[src/design/assert_macros.svh]
// assertion helpers shared by the ring store modules
`ifndef ASSERT_MACROS_SVH
`define ASSERT_MACROS_SVH

// property checked on every clock edge outside of reset
`define ASSERT_CLK(label, prop, msg) \
  label: assert property (@(posedge clk_i) disable iff (!rst_ni) prop) else $error(msg);

// property checked on every clock edge, reset included
`define ASSERT_CLK_ALWAYS(label, prop, msg) \
  label: assert property (@(posedge clk_i) prop) else $error(msg);

`endif

[src/design/ors_pkg.sv]
package ors_pkg;

  // action codes of an input transaction
  typedef enum logic [2:0] {
    ACT_INSERT = 3'd0,
    ACT_READ   = 3'd1,
    ACT_LOCK   = 3'd2,
    ACT_UNLOCK = 3'd3,
    ACT_FLUSH  = 3'd4
  } action_e;

  // result status codes
  typedef enum logic [1:0] {
    ST_OK    = 2'd0,
    ST_BUSY  = 2'd1,
    ST_EMPTY = 2'd2
  } status_e;

  // slot pointers and counts follow the 9-bit capacity register
  localparam int unsigned SLOT_W = 9;

  typedef logic [SLOT_W-1:0] slot_t;

  // memory access issued by the controller
  typedef struct packed {
    logic  wr_en;
    logic  rd_en;
    slot_t slot;
  } mem_req_t;

  // result fields known when the transaction is accepted
  typedef struct packed {
    status_e     status;
    logic        rd_ok;
    logic [7:0]  linear_index;
    logic [7:0]  fill_count;
    logic        full_flag;
    logic [7:0]  latest_index;
    logic [15:0] insert_total;
  } ors_result_t;

endpackage

[src/design/ors_ctrl.sv]
`include "assert_macros.svh"

module ors_ctrl import ors_pkg::*; #(
  parameter int unsigned DEPTH = 256
) (
  input  logic        clk_i,
  input  logic        rst_ni,
  input  logic        cfg_wr_en_i,
  input  logic [8:0]  cfg_wr_data_i,
  input  logic        accept_i,
  input  logic [2:0]  action_i,
  input  logic [31:0] owner_id_i,
  input  logic [15:0] ring_index_i,
  output mem_req_t    mem_req_o,
  output ors_result_t result_o
);

  localparam int unsigned CAP_LIM = (DEPTH < 511) ? DEPTH : 511;
  localparam int unsigned CAP_RST = (DEPTH < 256) ? DEPTH : 256;

  slot_t       cap_q, head_q, tail_q, isf_q;
  slot_t       head_d, tail_d, isf_d;
  logic [15:0] cnt_q, cnt_d;
  logic [31:0] owner_q, owner_d;
  logic        held_q, held_d;

  logic        owner_ok;
  logic [9:0]  head_inc, tail_inc, lin_sum, lin_wrap;
  slot_t       head_nx, tail_nx, fill_cur, ridx_cl, lin, cap_m1, cap_m2;
  slot_t       fill_d, latest_d, isf_m1, cap_v;
  status_e     status;
  logic        rd_ok, wr_ok;

  // capacity write value clamped to the usable range
  always_comb begin
    cap_v = cfg_wr_data_i;
    if (cfg_wr_data_i < 9'd2) begin
      cap_v = 9'd2;
    end else if (32'(cfg_wr_data_i) > CAP_LIM) begin
      cap_v = SLOT_W'(CAP_LIM);
    end
  end

  // ring arithmetic
  assign owner_ok = held_q && (owner_q == owner_id_i);
  assign cap_m1   = cap_q - 9'd1;
  assign cap_m2   = cap_q - 9'd2;
  assign head_inc = {1'b0, head_q} + 10'd1;
  assign tail_inc = {1'b0, tail_q} + 10'd1;
  assign head_nx  = (head_inc >= {1'b0, cap_q}) ? '0 : head_inc[8:0];
  assign tail_nx  = (tail_inc >= {1'b0, cap_q}) ? '0 : tail_inc[8:0];
  assign fill_cur = (isf_q >= cap_m1) ? cap_m1 : isf_q;
  assign ridx_cl  = (ring_index_i >= 16'(fill_cur)) ? fill_cur - 9'd1 : ring_index_i[8:0];
  assign lin_sum  = {1'b0, tail_q} + {1'b0, ridx_cl};
  assign lin_wrap = lin_sum - {1'b0, cap_q};
  assign lin      = (lin_sum >= {1'b0, cap_q}) ? lin_wrap[8:0] : lin_sum[8:0];

  // action decode and next state
  always_comb begin
    head_d  = head_q;
    tail_d  = tail_q;
    isf_d   = isf_q;
    cnt_d   = cnt_q;
    owner_d = owner_q;
    held_d  = held_q;
    status  = ST_BUSY;
    rd_ok   = 1'b0;
    wr_ok   = 1'b0;
    case (action_i)
      ACT_INSERT: begin
        if (owner_ok) begin
          wr_ok  = 1'b1;
          cnt_d  = cnt_q + 16'd1;
          isf_d  = (isf_q < cap_q) ? isf_q + 9'd1 : isf_q;
          head_d = head_nx;
          tail_d = (head_nx == tail_q) ? tail_nx : tail_q;
          status = ST_OK;
        end
      end
      ACT_READ: begin
        if (fill_cur == '0) begin
          status = ST_EMPTY;
        end else begin
          rd_ok  = 1'b1;
          status = ST_OK;
        end
      end
      ACT_LOCK: begin
        if (!held_q) begin
          held_d  = 1'b1;
          owner_d = owner_id_i;
          status  = ST_OK;
        end
      end
      ACT_UNLOCK: begin
        if (owner_ok) begin
          held_d  = 1'b0;
          owner_d = '0;
          status  = ST_OK;
        end
      end
      ACT_FLUSH: begin
        if (owner_ok) begin
          head_d = '0;
          tail_d = '0;
          isf_d  = '0;
          cnt_d  = '0;
          status = ST_OK;
        end
      end
      default: begin
        status = ST_BUSY;
      end
    endcase
  end

  // fill state as it stands after the action
  assign isf_m1   = isf_d - 9'd1;
  assign fill_d   = (isf_d >= cap_m1) ? cap_m1 : isf_d;
  assign latest_d = (isf_d == '0) ? '0 : ((isf_m1 >= cap_m2) ? cap_m2 : isf_m1);

  always_comb begin
    result_o.status       = status;
    result_o.rd_ok        = rd_ok;
    result_o.linear_index = rd_ok ? lin[7:0] : 8'd0;
    result_o.fill_count   = fill_d[7:0];
    result_o.full_flag    = (isf_d >= cap_q);
    result_o.latest_index = latest_d[7:0];
    result_o.insert_total = cnt_d;
  end

  // at most one memory access per transaction
  assign mem_req_o.wr_en = accept_i && wr_ok;
  assign mem_req_o.rd_en = accept_i && rd_ok;
  assign mem_req_o.slot  = wr_ok ? head_q : lin;

  // pointer, count and lock registers
  always_ff @(posedge clk_i or negedge rst_ni) begin
    if (!rst_ni) begin
      cap_q   <= SLOT_W'(CAP_RST);
      head_q  <= '0;
      tail_q  <= '0;
      isf_q   <= '0;
      cnt_q   <= '0;
      owner_q <= '0;
      held_q  <= 1'b0;
    end else if (cfg_wr_en_i) begin
      cap_q  <= cap_v;
      head_q <= '0;
      tail_q <= '0;
      isf_q  <= '0;
      cnt_q  <= '0;
    end else if (accept_i) begin
      head_q  <= head_d;
      tail_q  <= tail_d;
      isf_q   <= isf_d;
      cnt_q   <= cnt_d;
      owner_q <= owner_d;
      held_q  <= held_d;
    end
  end

  `ASSERT_CLK(a_ptr_in_ring, (head_q < cap_q) && (tail_q < cap_q), "slot pointer beyond capacity")
  `ASSERT_CLK(a_isf_sat, isf_q <= cap_q, "insert count above capacity")
  `ASSERT_CLK(a_cfg_flush, cfg_wr_en_i |=> (isf_q == '0) && (head_q == '0) && (cnt_q == '0),
              "capacity write did not flush")

endmodule

[config.mk]
export PLATFORM = sky130hd
export DESIGN_NAME = ors_ctrl
export DESIGN_NICKNAME = d
export VERILOG_FILES = /design/src/design/ors_pkg.sv /design/src/design/ors_ctrl.sv
export VERILOG_INCLUDE_DIRS = /design/src /design/src/design
export SDC_FILE = /design/constraint.sdc
export NUM_CORES = 1
export LEC_CHECK = 0
export BUFFER_PORTS_ARGS = -buffer_cell sky130_fd_sc_hd__clkbuf_2
export CAP_MARGIN = 20
export CORE_MARGIN = 1.5
export CORE_UTILIZATION = 45
export DETAILED_ROUTE_END_ITERATION = 16
export GPL_TIMING_DRIVEN = 1
export PLACE_DENSITY = 0.73
export SETUP_SLACK_MARGIN = 0.1
export SLEW_MARGIN = 20
export SYNTH_ARGS = -nofsm -noshare
export SYNTH_HDL_FRONTEND = slang
export SYNTH_SLANG_ARGS = --single-unit
[constraint.sdc]
create_clock -name clk_i -period 12.2 [get_ports clk_i]
set_input_delay 2.44 -clock clk_i [delete_from_list [all_inputs] [get_ports clk_i]]
set_output_delay 2.44 -clock clk_i [all_outputs]
set_load 0.005 [all_outputs]
Word level (Yosys, flattened, before mapping)
Index checks and enable logic that the tools add are counted.
- input port bits: 64
- ROM bits: 0
- word-level logic and storage cells: 100
- output and inout port bits: 55
- memories: 0
- flip-flop bits (word level): 85
- bits in latches: 0
- bits in writable memories: 0
- add/subtract/negate cells: 10
- $lt $le $gt $ge: 11
- equality and inequality tests: 11
- muxes and demuxes: 46
- bitwise operators: 1
- reductions and logical operators: 14
- divide/modulo/power cells: 0
- shift operators: 0
- multipliers: 0
- operators with widths (cell ; count):
    $mux 9 ; 21
    $mux 16 ; 4
    $mux 32 ; 2
    $pmux 32 s2 ; 1
    $pmux 9 s2 ; 3
    $ge 9x9->1 ; 4
    $eq 32x32->1 ; 1
    $mux 8 ; 4
    $pmux 16 s2 ; 1
    $ge 10x9->1 ; 3
    $sub 9x1->9 const B ; 3
    $add 9x1->10 const B ; 2
    $logic_not 9->1 ; 2
    $add 16x1->16 const B ; 1
    $ge 16x9->1 ; 1
    $add 9x9->10 ; 1
    $reduce_and 5->1 ; 2
    $add 9x1->9 const B ; 1
    $eq 9x9->1 ; 1
    $gt 9x9->1 const B ; 1
    $lt 9x2->1 const B ; 1
    $lt 9x9->1 ; 1
    $ne 3x3->1 const B ; 3
    $sub 9x2->9 const B ; 1
    other kinds (16) ; 28

Longest topological paths before layout
- depth after elaboration: 9
- gate-level depth with buffers: 43
- depth with buffers taken out: 40

Least setup slack after synthesis
OpenSTA, ideal clock, no wires.
- path kind: flip-flop to output port
- start: register cap_q[0]
- end: output port mem_req_o[2] (netlist name)
- setup slack: 2.654 ns
- data arrival time: 7.106 ns
- data required time: 9.760 ns
- stages on the path, launching flop included: 43
- path buffers: 3
- cell sequence: dfrtp_1 buf_6 inv_1 ha_1 xnor2_1 ha_1 a21oi_1 o21ai_0 maj3_1 a221oi_1 or4_4 nand3_4 buf_2 o21ai_0 ha_1 a21o_1 a21oi_1 nor2b_1 (+7 left out) inv_1 a21o_1 a21oi_1 o21bai_1 a21oi_1 o21bai_1 a21oi_1 xnor2_1 ha_1 nand4_1 nor2_1 a211oi_1 o21ai_0 nand2b_1 clkbuf_1 nand2_1 o21ai_0 o21ai_0
- RTL lines (what ; RTL line ; source):
    start: declaration ; ors_ctrl.sv:21 ; slot_t cap_q, head_q, tail_q, isf_q;
    start signal: assignment ; ors_ctrl.sv:140 ; cap_q <= SLOT_W'(CAP_RST);
    start signal: assignment ; ors_ctrl.sv:148 ; cap_q <= cap_v;
    end: declaration ; ors_ctrl.sv:14 ; output mem_req_t mem_req_o,

==> impl_metrics.tcl <==
set metrics [dict create \
    setup_violations 0 \
    synth_edf_count 0 \
    nFillCells 1814 \
    layout.area.seq_sq_um 2130 \
    antenna_cells 0 \
    worst_setup_path_start_kind "flop" \
    skew_ps 9.76 \
    end_kind "output port" \
    internal-power_mw 0.789 \
    die_area_sq_um 20100 \
    post-dp-hpwl_mm 18.9 \
    ys_async_sr_fraction_pct 100 \
    drc_errors 0 \
    tightest_slew_ps 798 \
    area_growth_pct 12.6 \
    cp_slowest_cell "dfrtp_1" \
    grt_max_degree 55 \
    hold_violations 0 \
    path_class "flop to output port" \
    multiInputGateArea_sq_um 6140 \
    power_frac_comb_pct 49.4 \
    yosys_warnings 0 \
    synth_cells 1073 \
    fin_crit_ps 11410 \
    rsz0062_at_grt "no" \
    drt_iter0_drc 584 \
    ys_ff_latch 85 \
    cap_violations 0 \
    die_h_microns 142 \
    avgSynthCellArea_sq_um 8.07 \
    firstDrtPassIters 5 \
    crit_arrival_ps 8970 \
    antenna_found_initial 0 \
    layout_commonest_cell "nand2_1" \
    maxSlewViolCount 0 \
    cts_resized 0 \
    fp.dieW_microns 142 \
    rows 50 \
    syn_area_sq_um 8660 \
    mostFrequentLayoutCells "130 x nand2_1, 117 x clkbuf_2, 93 x ha_1" \
    start_util_pct 46.1 \
    maxSlewHeadroom_pct 46.8 \
    timing.fmax_mhz 87.7 \
    vias 8263 \
    io_buffers 118 \
    p_leak_nw 4.67 \
    cts_setup_buffers 0 \
    cts_buffers 9 \
    period_share_pct 93.5 \
    critPathRequiredTime_ps 9760 \
    p_sw_share_pct 39.5 \
    status "finished clean" \
    yosysUniqueCellTypes 76 \
    core-area_sq_um 18800 \
    grt_pass1_vias 7763 \
    synthFlopType "dfrtp_1" \
    grt_use_total_pct 25.0 \
    ir_worst_vdd_uv 86.2 \
    pre_cts_slack_ps 1360 \
    cts_root_buffer "clkbuf_16" \
    p_clk_share_pct 23.7 \
    max_stage_delay_ps 770 \
    hold_buffers 0 \
    synth-seq-area-share_pct 24.6 \
    power.switching_mw 0.516 \
    worst_slack_ps 792 \
    vias_per_cell 5.89 \
    clkSinkCount 85 \
    clock_latency_ps 360 \
    grt_pass1_wl_mm 39.9 \
    grt_overflow 0 \
    antenna_left 0 \
    cp_max_fo 19 \
    pwr-share-seq_pct 26.8 \
    finalSetupTns_ps 0 \
    finalWirelength_mm 24.5 \
    powerDensity_nw_per_um2 134 \
    synth_nets 1232 \
    clockBufferDepth 2 \
    layout-drive-gt1-share_pct 15.4 \
    clk_pin_slew_ps 60 \
    hp-class "flop to flop" \
    io_pins 119 \
    nets 1324 \
    cts_tree "done" \
    htreeDepth 3 \
    avgRoutedWirePerCell_microns 17.5 \
    gp_congestion 0.913 \
]
## layout make-up
type / count / area share [%]
well taps: 234 / 3.00
inverters: 57 / 2.20
flip-flops and latches: 85 / 21.8
clock inverters: 7 / 1.07
clock buffers: 9 / 2.31
repair buffers: 125 / 6.62
multi-input cells: 887 / 63.0
## state kept, by name, indices dropped and copies added, names as in the netlist
name,flops
owner_q,32
cnt_q,16
cap_q,9
head_q,9
isf_q,9
tail_q,9
held_q,1
## critical path: cells and delay by family (launching register included)
kind	cells	cell delay, ps
and+or+nand+nor	6	970
buffers and inverters	2	400
AOI/OAI and AO/OA	17	3660
muxes	1	380
adders and majority gates	6	1860
DFF	1	770
xor gates and xnor gates	2	550
## cell families (layout without fill, tap and decap cells)
kind of cell	count (synthesis)	in the layout	share of synthesized area, %
simple gates	404	404	23.1
compound gates	258	258	19.5
buf+inv	101	198	4.55
fa+ha+maj	97	97	14.1
xor+xnor	85	85	8.90
flops	85	85	24.6
mux	43	43	5.24
## layer usage
metal / track usage, % / vias to the layer above / part of all wire [%]
met2: 39.8 / 294 / 45
met1: 33.8 / 3898 / 45
met4: 6.51 / 0 / 1.7
li1: - / 4040 / -
met5: 0 / - / 0
met3: 6.24 / 31 / 8.3
## power by group through the flow
stage | Combinational [mW] | Sequential, mW | Clock [mW]
floorplan | 0.462 | 0.341 | 0
global placement | 0.627 | 0.353 | 0
detailed placement | 0.640 | 0.354 | 0
CTS | 0.643 | 0.349 | 0.316
global route | 0.719 | 0.355 | 0.328
finish | 0.645 | 0.350 | 0.309
## cells in the mapped netlist (5+ instances only)
| master | number | share of area, % |
|---|---|---|
| xnor2_1 | 72 | 7.3 |
| a21oi_1 | 57 | 3.3 |
| o31ai_1 | 8 | 0.69 |
| buf_1 | 9 | 0.39 |
| and2_1 | 5 | 0.36 |
| nor2_1 | 80 | 3.5 |
| o211ai_1 | 9 | 0.78 |
| nand2b_1 | 24 | 1.7 |
| clkbuf_1 | 30 | 1.3 |
| ha_1 | 93 | 13 |
| xor2_1 | 11 | 1.1 |
| nor3_1 | 22 | 1.3 |
| o2111ai_1 | 5 | 0.51 |
| nand4_1 | 24 | 1.7 |
| dfrtp_1 | 84 | 24 |
| o21bai_1 | 6 | 0.52 |
| mux2i_1 | 27 | 3.1 |
| or3_1 | 9 | 0.65 |
| inv_1 | 56 | 2.4 |
| o22ai_1 | 7 | 0.51 |
| a211oi_1 | 11 | 0.95 |
| nand2_1 | 130 | 5.6 |
| nor4_1 | 9 | 0.65 |
| or2_2 | 6 | 0.43 |
| and3_1 | 18 | 1.3 |
| a22o_1 | 23 | 2.3 |
| nor2b_1 | 14 | 1.0 |
| a21o_1 | 25 | 2.2 |
| nand3_1 | 41 | 2.4 |
| mux2_2 | 15 | 2.0 |
| o21ai_0 | 72 | 4.2 |
## path summary, 6_finish.rpt
check | start | end | slack (ps) | depth (start not counted)
setup / recovery | cap_q[0] | mem_req_o[2] | 790 | 34
hold / removal | owner_q[12] | owner_q[12] | 500 | 2
setup reg to reg | head_q[0] | tail_q[0] | 8170 | 14
hold reg to reg | owner_q[12] | owner_q[12] | 500 | 2
max in group asynchronous | rst_ni | owner_q[22] | 9060 | 2
min in group asynchronous | rst_ni | cap_q[1] | 2060 | 1
## per-stage QoR
| step | instances | total power, mW | cell area, sq um | util (%) | hold WS [ps] |
|---|---|---|---|---|---|
| finish | 1404 | 1.30 | 9750 | 51.9 | 500 |
| global route | 1404 | 1.40 | 9750 | 51.9 | 538 |
| CTS | 1404 | 1.31 | 9750 | 51.9 | 506 |
| detailed placement | 1388 | 0.994 | 9420 | 50.2 | 491 |
| global placement | 1388 | 0.979 | 9420 | 50.2 | 482 |
| floorplan | 1073 | 0.804 | 8660 | - | 463 |
No activity file was read; power rests on OpenSTA's default activity.
